**src/hw/rtl/owj_pkg.sv**
```systemverilog
package owj_pkg;

  localparam int JOB_W = 16;
  localparam int OWN_W = 2;

  // request codes
  typedef enum logic [1:0] {
    REQ_HEAD   = 2'd0,
    REQ_APPEND = 2'd1,
    REQ_FETCH  = 2'd2,
    REQ_NONE   = 2'd3
  } req_t;

  // result codes
  typedef enum logic [1:0] {
    ST_STORED    = 2'd0,
    ST_DELIVERED = 2'd1,
    ST_NOMATCH   = 2'd2,
    ST_FULL      = 2'd3
  } status_t;

  // broadcast from the top level to every cell; the request strobes are already gated by the beat
  typedef struct packed {
    logic             ins_head;
    logic             append;
    logic             fetch;
    logic [OWN_W-1:0] worker;
    logic [JOB_W-1:0] job_id;
  } cell_ctl_t;

endpackage

```
**src/hw/rtl/owj_cell.sv**
```systemverilog
module owj_cell import owj_pkg::*; #(
  parameter int IDX   = 0,
  parameter int CNT_W = 6
) (
  input  logic             clk,
  input  cell_ctl_t        ctl,
  input  logic [CNT_W-1:0] count,
  input  logic [JOB_W-1:0] prev_job,
  input  logic [OWN_W-1:0] prev_owner,
  input  logic [JOB_W-1:0] next_job,
  input  logic [OWN_W-1:0] next_owner,
  input  logic             found_in,
  input  logic [JOB_W-1:0] got_in,
  output logic [JOB_W-1:0] job,
  output logic [OWN_W-1:0] owner,
  output logic             found_out,
  output logic [JOB_W-1:0] got_out
);

  logic [JOB_W-1:0] job_r, job_nxt;
  logic [OWN_W-1:0] owner_r, owner_nxt;
  logic             occupied;
  logic             hit;

  assign job   = job_r;
  assign owner = owner_r;

  // owner match, only inside the filled part of the row
  assign occupied  = count > CNT_W'(IDX);
  assign hit       = ctl.fetch & occupied & (owner_r == ctl.worker);
  assign found_out = found_in | hit;

  // first match from the head carries its job down the chain toward the tail
  always_comb begin
    if (found_in) begin
      got_out = got_in;
    end else if (hit) begin
      got_out = job_r;
    end else begin
      got_out = '0;
    end
  end

  // shift toward the tail on insert, fill on append, close the gap on fetch
  always_comb begin
    job_nxt   = job_r;
    owner_nxt = owner_r;
    if (ctl.ins_head) begin
      job_nxt   = prev_job;
      owner_nxt = prev_owner;
    end else if (ctl.append && (count == CNT_W'(IDX))) begin
      job_nxt   = ctl.job_id;
      owner_nxt = ctl.worker;
    end else if (found_out) begin
      job_nxt   = next_job;
      owner_nxt = next_owner;
    end
  end

  always_ff @(posedge clk) begin
    job_r   <= job_nxt;
    owner_r <= owner_nxt;
  end

endmodule

```
**src/hw/rtl/owner_tagged_job_deque.sv**
```systemverilog
// result: a result beat is registered and presented in the cycle after its request beat
// throughput: one request per cycle unless in_stall holds it; insert, append and gap closing all
//   finish in that cycle in the row of cells, the owner match ripples
//   through the row from head to tail
// reset: synchronous active-low rst_n empties the store and drops out_valid
module owner_tagged_job_deque import owj_pkg::*; #(
  parameter int DEPTH = 32
) (
  input  logic                         clk,
  input  logic                         rst_n,
  input  logic                         in_valid,
  output logic                         in_stall,
  input  logic [1:0]                   in_req_type,
  input  logic [OWN_W-1:0]             in_worker,
  input  logic [JOB_W-1:0]             in_job_id,
  output logic                         out_valid,
  input  logic                         out_stall,
  output logic [1:0]                   out_status,
  output logic [JOB_W-1:0]             out_job_id,
  output logic [$clog2(DEPTH+1)-1:0]   out_occupancy
);

  localparam int CNT_W = $clog2(DEPTH + 1);

  logic [CNT_W-1:0] count_r, count_nxt;
  logic             out_valid_r, out_valid_nxt;
  status_t          status_r, status_nxt;
  logic [JOB_W-1:0] job_out_r, job_out_nxt;

  logic      go;
  logic      full;
  req_t      req;
  cell_ctl_t ctl;

  logic [JOB_W-1:0] job_w   [DEPTH];
  logic [OWN_W-1:0] owner_w [DEPTH];
  logic             found_w [DEPTH+1];
  logic [JOB_W-1:0] got_w   [DEPTH+1];

  // handshake: hold the request while an unread result waits
  assign in_stall = out_valid_r & out_stall;
  assign go       = in_valid & ~in_stall;
  assign full     = count_r == CNT_W'(DEPTH);
  assign req      = req_t'(in_req_type);

  // broadcast to the cells
  always_comb begin
    ctl.ins_head = go & (req == REQ_HEAD) & ~full;
    ctl.append   = go & (req == REQ_APPEND) & ~full;
    ctl.fetch    = go & (req == REQ_FETCH);
    ctl.worker   = in_worker;
    ctl.job_id   = in_job_id;
  end

  assign found_w[0] = 1'b0;
  assign got_w[0]   = '0;

  // row of cells, head at index zero
  for (genvar i = 0; i < DEPTH; i++) begin : g_cell
    logic [JOB_W-1:0] pj, nj;
    logic [OWN_W-1:0] po, no;
    if (i == 0) begin : g_head
      assign pj = in_job_id;
      assign po = in_worker;
    end else begin : g_mid
      assign pj = job_w[i-1];
      assign po = owner_w[i-1];
    end
    if (i == DEPTH - 1) begin : g_tail
      assign nj = job_w[i];
      assign no = owner_w[i];
    end else begin : g_body
      assign nj = job_w[i+1];
      assign no = owner_w[i+1];
    end
    owj_cell #(
      .IDX   (i),
      .CNT_W (CNT_W)
    ) u_cell (
      .clk        (clk),
      .ctl        (ctl),
      .count      (count_r),
      .prev_job   (pj),
      .prev_owner (po),
      .next_job   (nj),
      .next_owner (no),
      .found_in   (found_w[i]),
      .got_in     (got_w[i]),
      .job        (job_w[i]),
      .owner      (owner_w[i]),
      .found_out  (found_w[i+1]),
      .got_out    (got_w[i+1])
    );
  end

  // result and occupancy for this beat
  always_comb begin
    count_nxt   = count_r;
    status_nxt  = status_r;
    job_out_nxt = job_out_r;
    if (go) begin
      job_out_nxt = '0;
      case (req)
        REQ_HEAD, REQ_APPEND: begin
          if (full) begin
            status_nxt = ST_FULL;
          end else begin
            status_nxt = ST_STORED;
            count_nxt  = count_r + CNT_W'(1);
          end
        end
        REQ_FETCH: begin
          if (found_w[DEPTH]) begin
            status_nxt  = ST_DELIVERED;
            job_out_nxt = got_w[DEPTH];
            count_nxt   = count_r - CNT_W'(1);
          end else begin
            status_nxt = ST_NOMATCH;
          end
        end
        default: begin
          status_nxt = ST_NOMATCH;
        end
      endcase
    end
  end

  // output register valid
  always_comb begin
    if (go) begin
      out_valid_nxt = 1'b1;
    end else if (!out_stall) begin
      out_valid_nxt = 1'b0;
    end else begin
      out_valid_nxt = out_valid_r;
    end
  end

  always_ff @(posedge clk) begin
    if (!rst_n) begin
      count_r     <= '0;
      out_valid_r <= 1'b0;
    end else begin
      count_r     <= count_nxt;
      out_valid_r <= out_valid_nxt;
    end
  end

  always_ff @(posedge clk) begin
    status_r  <= status_nxt;
    job_out_r <= job_out_nxt;
  end

  assign out_valid     = out_valid_r;
  assign out_status    = status_r;
  assign out_job_id    = job_out_r;
  assign out_occupancy = count_r;

  // occupancy never passes the row length
  a_count_bound: assert property (@(posedge clk) disable iff (!rst_n)
    count_r <= CNT_W'(DEPTH))
    else $error("job count above depth");

  // occupancy moves only on a request beat
  a_count_hold: assert property (@(posedge clk) disable iff (!rst_n)
    !go |=> $stable(count_r))
    else $error("job count changed without a request beat");

  // a refused job is reported only with a full store
  a_full_status: assert property (@(posedge clk) disable iff (!rst_n)
    (out_valid_r && (status_r == ST_FULL)) |-> (count_r == CNT_W'(DEPTH)))
    else $error("full status with room left");

  // a delivered job leaves room behind it
  a_deliver_room: assert property (@(posedge clk) disable iff (!rst_n)
    (go && (req == REQ_FETCH) && found_w[DEPTH]) |=> (count_r < CNT_W'(DEPTH)))
    else $error("delivery did not free a slot");

endmodule
```
**config.mk**
```make
export PLATFORM = sky130hd
export DESIGN_NAME = owner_tagged_job_deque
export DESIGN_NICKNAME = d
export VERILOG_FILES = /design/src/hw/rtl/owj_pkg.sv /design/src/hw/rtl/owj_cell.sv /design/src/hw/rtl/owner_tagged_job_deque.sv
export SDC_FILE = /design/constraint.sdc
export NUM_CORES = 2
export LEC_CHECK = 0
export BUFFER_PORTS_ARGS = -buffer_cell sky130_fd_sc_hd__buf_2
export CORE_AREA = 2 2 238 263
export CTS_BUF_LIST = sky130_fd_sc_hd__clkbuf_8
export DETAILED_ROUTE_END_ITERATION = 7
export DIE_AREA = 0 0 240 265
export HOLD_SLACK_MARGIN = 0.1
export PLACE_DENSITY = 0.78
export SYNTH_ARGS = -nofsm -noshare
export SYNTH_HDL_FRONTEND = slang
export SYNTH_SLANG_ARGS = --single-unit
```
**constraint.sdc**
```tcl
create_clock -name clk -period 9 [get_ports clk]
set_input_delay 1.8 -clock clk [delete_from_list [all_inputs] [get_ports clk]]
set_output_delay 1.8 -clock clk [all_outputs]
set_load 0.05 [all_outputs]
```
; ---- After elaboration in Yosys (flattened, before gate mapping)
; Cells that the tools add are included.
[op_classes]
add_sub_neg = 2
n_lt_le_gt_ge = 32
eq_ne = 69
mux = 260
n_bitwise = 104
n_reduce_logical = 70
[ops]
columns = operator, n
row1 = 2-to-1 mux 16 bit, 157
row2 = 2-to-1 mux 2 bit, 97
row3 = == test 6 x 5 -> 1 bit (second input constant), 16
row4 = > comparator 6 x 5 -> 1 bit (second input constant), 16
row5 = nonzero test 3 bit, 31
row6 = bitwise AND 1 bit, 71
row7 = == test 2 bit, 32
row8 = == test 6 x 4 -> 1 bit (second input constant), 8
row9 = > comparator 6 x 4 -> 1 bit (second input constant), 8
row10 = logical AND 1 bit, 32
row11 = bitwise OR 1 bit, 31
row12 = == test 6 x 3 -> 1 bit (second input constant), 4
row13 = > comparator 6 x 3 -> 1 bit (second input constant), 4
row14 = == test 6 x 2 -> 1 bit (second input constant), 2
row15 = > comparator 6 x 1 -> 1 bit (second input constant), 2
row16 = > comparator 6 x 2 -> 1 bit (second input constant), 2
row17 = 2-to-1 mux 6 bit, 2
row18 = one-hot mux 6 bit (2 select lines), 1
row19 = adder 6 x 1 -> 6 bit (second input constant), 1
row20 = == test 6 x 1 -> 1 bit (second input constant), 1
row21 = == test 6 bit (second input constant), 1
row22 = zero test 6 bit, 1
row23 = subtractor 6 x 1 -> 6 bit (second input constant), 1
row24 = inequality test 2 x 1 -> 1 bit (second input constant), 2
row25 = other kinds (11), 14
[word_totals]
regBits = 601
in_bits = 24
out_inout_bits = 26
elab_cells = 605

; ---- Depth between registers and ports, before layout
[depth]
depth_word = 39
depth_mapped = 15
mapped_depth_nobuf = 10

; ---- By module
; A second synthesis with hierarchy kept.
[unflattened]
hier_cells = 5047
area_unflattened_um2 = 46433.3
[modules_own_cells]
columns = mod, instances, cells_per_inst, area_per_inst_um2, seq_area_each_um2
row1 = owj_cell (g_cell[5].u_cell ...), 2, 149, 1327.5, 540.5
row2 = owj_cell (g_cell[25].u_cell), 1, 166, 1555.2, 540.5
row3 = owj_cell (g_cell[20].u_cell), 1, 150, 1510.2, 540.5
row4 = owj_cell (g_cell[1].u_cell), 1, 168, 1501.4, 540.5
row5 = owj_cell (g_cell[26].u_cell), 1, 155, 1493.9, 540.5
row6 = owj_cell (g_cell[13].u_cell), 1, 166, 1492.7, 540.5
row7 = owj_cell (g_cell[21].u_cell), 1, 153, 1486.4, 540.5
row8 = owj_cell (g_cell[23].u_cell), 1, 165, 1472.7, 540.5
row9 = owj_cell (g_cell[30].u_cell), 1, 152, 1472.7, 540.5
row10 = owj_cell (g_cell[29].u_cell), 1, 167, 1470.2, 540.5
row11 = owj_cell (g_cell[14].u_cell), 1, 152, 1453.9, 540.5
row12 = owj_cell (g_cell[9].u_cell), 1, 166, 1451.4, 540.5
row13 = owj_cell (g_cell[27].u_cell), 1, 168, 1447.6, 540.5
row14 = owj_cell (g_cell[10].u_cell), 1, 153, 1446.4, 540.5
row15 = 18 more rows, n/a, n/a, n/a, n/a

; ---- Worst setup path after synthesis
; OpenSTA, ideal clock, no wires.
[synth_path]
path_type = input to register
startpoint = in in_valid
endpoint = reg g_cell[28].u_cell.job_r[0] (enable)
setup_ns = 0.474
arrival_ns = 4.835
t_required_ns = 8.526
setup_slack_ns = 3.691
path_stages = 11
path_buffers = 3
path_cell_list = a21bo_2 -> buf_2 -> inv_1 -> nand2_1 -> nor4_1 -> or4_1 -> buf_2 -> or3_1 -> buf_2 -> nor3_2 -> nand4_1
[synth_between]
elab_chain_len = 33
elab_cells_between_ends = 94
classes_between = 92 x bitwise / 2 x reduce/logical
[synth_rtl]
columns = element, line
row1 = start: declaration, owner_tagged_job_deque.sv:11  ; input logic in_valid,
row2 = bitwise AND 1 bit *, owner_tagged_job_deque.sv:42  ; assign go = in_valid & ~in_stall;
row3 = via go, owner_tagged_job_deque.sv:30  ; logic go;
row4 = bitwise AND 1 bit, owner_tagged_job_deque.sv:50  ; ctl.fetch = go & (req == REQ_FETCH);
row5 = bitwise AND 1 bit (2 in a row), owj_cell.sv:30  ; assign hit = ctl.fetch & occupied & (owner_r == ctl.worker);
row6 = bitwise OR 1 bit (28 in a row), owj_cell.sv:31  ; assign found_out = found_in | hit;
row7 = nonzero test 3 bit (no source line) *, n/a
row8 = end signal: assignment, owj_cell.sv:61  ; job_r <= job_nxt;
row9 = end: declaration, owj_cell.sv:20  ; logic [JOB_W-1:0] job_r, job_nxt;
; Mark *: on every way through the listed nets, which the timed path passes. The rest lies on a longest branch.
; A chain may end at the register's enable or synchronous reset.

; ---- Worst setup path in the final report
[layout_path]
startpoint = in in_valid
endpoint = reg g_cell[30].u_cell.job_r[8] (enable)
[layout_between]
elab_chain_len = 35
elab_cells_between_ends = 100
classes_between = 98 x bitwise / 2 x reduce/logical
[layout_rtl]
columns = element, line
row1 = bitwise AND 1 bit *, owner_tagged_job_deque.sv:42
row2 = via go, owner_tagged_job_deque.sv:30
row3 = bitwise AND 1 bit, owner_tagged_job_deque.sv:50
row4 = bitwise AND 1 bit (2 in a row), owj_cell.sv:30
row5 = bitwise OR 1 bit (30 in a row), owj_cell.sv:31
row6 = nonzero test 3 bit (no source line) *, n/a
row7 = end signal: assignment, owj_cell.sv:61
row8 = end: declaration, owj_cell.sv:20
; Marks and branches as above.

==> results.ini <==
[drt]
vias=29810
drc=0
wl_per_cell_um=27.64
firstDrtPassIters=6
wirelength_um=121600
ant_nets=0
via_per_inst=6.775
drt_iter0_markers=4415

[worst_setup_path]
cp_data_required_time_ns=9.10
critical_path_class=primary input to flip-flop
ff2ff_path_depth=10
r2r-end=g_cell[30].u_cell.job[8]
crit_arrival_ns=6.58
worstSetupEndpoint=g_cell[30].u_cell.job[8]
crit_fanout=21
r2r-start=out_occupancy[1]
r2r_slack_ns=3.36
crit_path_start=in_valid
start_kind=primary input
endpoint_kind=flip-flop

[clocking]
clk_latency_ns=0.74
cts_tree=built
cts_resized=0
clockBufferDepth=3
cts_setup_buffers=0
cts_sinks=601
hold_buffers=0
htreeDepth=3
root_buffer=clkbuf_8
numCtsBuffers=100
clkTransAtPathRegs_ns=0.06

[floorplanning]
chipHeight_um=265
dieArea_mm2=0.06360
core_mm2=0.06086
row_count=95
ios=50
fp.dieW_um=240
start_util=0.5959

[power_and_ir_drop]
p_clk_frac=0.337
switching_share=0.3000
combPwrFrac=0.120
p_int_w=0.004685
pwr_density_cell_mw_per_mm2=174.3
power.switching_w=0.002008
p_leak_nw=15.69
peakVddDrop_mv=0.1163
seqPwrFrac=0.543

[timing]
fin_setup_tns_ns=0
worst_pin_slew_ns=1.205
finalHoldViolCount=0
period_share=0.7206
finalWorstSetupSlack_ns=2.514
min_period_ns=6.486
relSlewSlack=0.1944
drv_slew=0
setup_violations=0
rsz0062_at_grt=false
fmax_mhz=154.2
skew_ns=0.04795

[placed_design]
port_buffers=49
dp_hpwl_um=81890
gp_congestion=0.9883
dp_slack_ns=1.901

[run]
max_cap_viol_count=0

[logic_synthesis]
synth_cell_types=79
async_reset_ff_frac=0
synth.largest_area_cell=edfxtp_1
ys_top_cells_by_area=edfxtp_1 (49%), mux2i_1 (15%), o21ai_0 (8.1%)
syn_area_per_cell_um2=9.986
synth-seq-area-share=0.4957
syn_nets=3660
synth_top_flop_cell=edfxtp_1
yosys_warnings=0
synth_seq_cells=601
synth_edf_count=594
synthesis.area_mm2=0.03627
synth_top_area_share=0.4918
synth_common_cells=nand2_1 (728), edfxtp_1 (594), o21ai_0 (584)
netlist_instances=3632
post-synth-top-count-cell=nand2_1

[outcome]
status=completed

[global_route]
grt_start_max_net_pins=319
overflow=0
antenna_found_initial=6
grt_pass1_vias=28750
grt_pass1_wl_um=179800
grt_usage=0.3767

[cells_and_area]
area_delta_synth_final_pct=5.899
layout-drive-gt1-share=0.07918
fill_cells=5162
finalNetCount=3524

[hold_path]
worst_hold_path_type=flip-flop to flip-flop

critical path, cell delays in order:
cell     delay [ns]
buf_2          0.10
a21bo_2        0.47
inv_1          0.55
nand2_1        0.57
nor3_2         0.10
buf_4          0.22
or4_1          0.78
or3_1          0.49
nor3_2         0.45
nand4_1        1.00
routing by layer:
metal  track usage  up-vias  part of all wire
li1              -    13230                 -
met1        0.4741    14370              0.37
met2        0.5959     1797              0.47
met3       0.08612      402              0.10
met4        0.2202        6             0.062
met5             0        -           0.00030
sequential cells by signal, summed over array words and instances (netlist names):
name / count
out_job_id: 16
g_cell.u_cell.owner: 64
out_status: 2
out_occupancy: 6
g_cell.u_cell.job: 512
out_valid: 1
cell usage in the layout, fill, tap and decap left out, types with 18 or more instances in the layout:
master	count
a211oi_1	28
nor2_1	124
xnor2_1	30
buf_2	49
nand4_1	31
clkinv_1	30
o221ai_1	29
nand3_1	54
o211ai_1	25
a21oi_1	46
mux2i_1	544
and2_1	25
clkbuf_8	101
o21ai_0	584
a221oi_1	50
a22oi_1	38
buf_4	55
inv_1	38
nand2_1	728
xor2_1	42
and3_1	19
nor3_1	20
edfxtp_1	594
mux2_2	18
o22ai_1	25
how the worst min path moves through the flow:
stage	startpoint	to	slack [ns]	cells past startpoint
final	g_cell[0].u_cell.job[13]	g_cell[1].u_cell.job[13]	0.55	2
after global routing	g_cell[0].u_cell.job[15]	g_cell[1].u_cell.job[15]	0.58	2
after CTS	g_cell[0].u_cell.job[7]	g_cell[1].u_cell.job[7]	0.56	2
after detailed placement	g_cell[0].u_cell.job[7]	g_cell[1].u_cell.job[7]	0.54	2
after global placement	g_cell[0].u_cell.job[5]	g_cell[1].u_cell.job[5]	0.53	2
after floorplan	g_cell[31].u_cell.job[0]	out_job_id[0]	0.52	2
area by class of cell:
class	instances	area, µm²	share of cell area
sequential	601	17980	0.4681
multi-input combinational	2672	16840	0.4386
clock buffer	101	1390	0.03619
tap	824	1031	0.02684
timing repair buffer	109	758.2	0.01974
clock inverter	79	356.6	0.009284
inverter	12	45.04	0.001173
antenna	2	5.005	0.0001303
power by group through the flow:
stage / clock (W) / sequential (W) / combinational, W
2_1_floorplan: 0 / 0.00359 / 0.000532
3_3_place_gp: 0 / 0.00368 / 0.000760
3_5_place_dp: 0 / 0.00368 / 0.000786
4_1_cts: 0.00225 / 0.00362 / 0.000785
5_1_grt: 0.00236 / 0.00365 / 0.000871
6_report: 0.00225 / 0.00363 / 0.000805
through the flow:
stage	util	total power, W	instance area (µm²)	hold slack (ns)	std cells
after floorplan	-	0.004117	36270	0.5201	3632
after global placement	0.6023	0.004439	36660	0.5337	4218
after detailed placement	0.6023	0.004463	36660	0.5439	4218
after CTS	0.6310	0.006660	38400	0.5560	4398
after global routing	0.6311	0.006880	38410	0.5789	4399
final	0.6311	0.006693	38410	0.5536	4400
cells by family after synthesis:
logic type / share of synthesized area
adders and majority gates: 0.001380
AOI/OAI and AO/OA: 0.1622
and+or+nand+nor: 0.1270
muxes: 0.1557
buffers and inverters: 0.04064
DFF: 0.4957
xor gates and xnor gates: 0.01739
No activity file was read; power rests on OpenSTA's default activity.
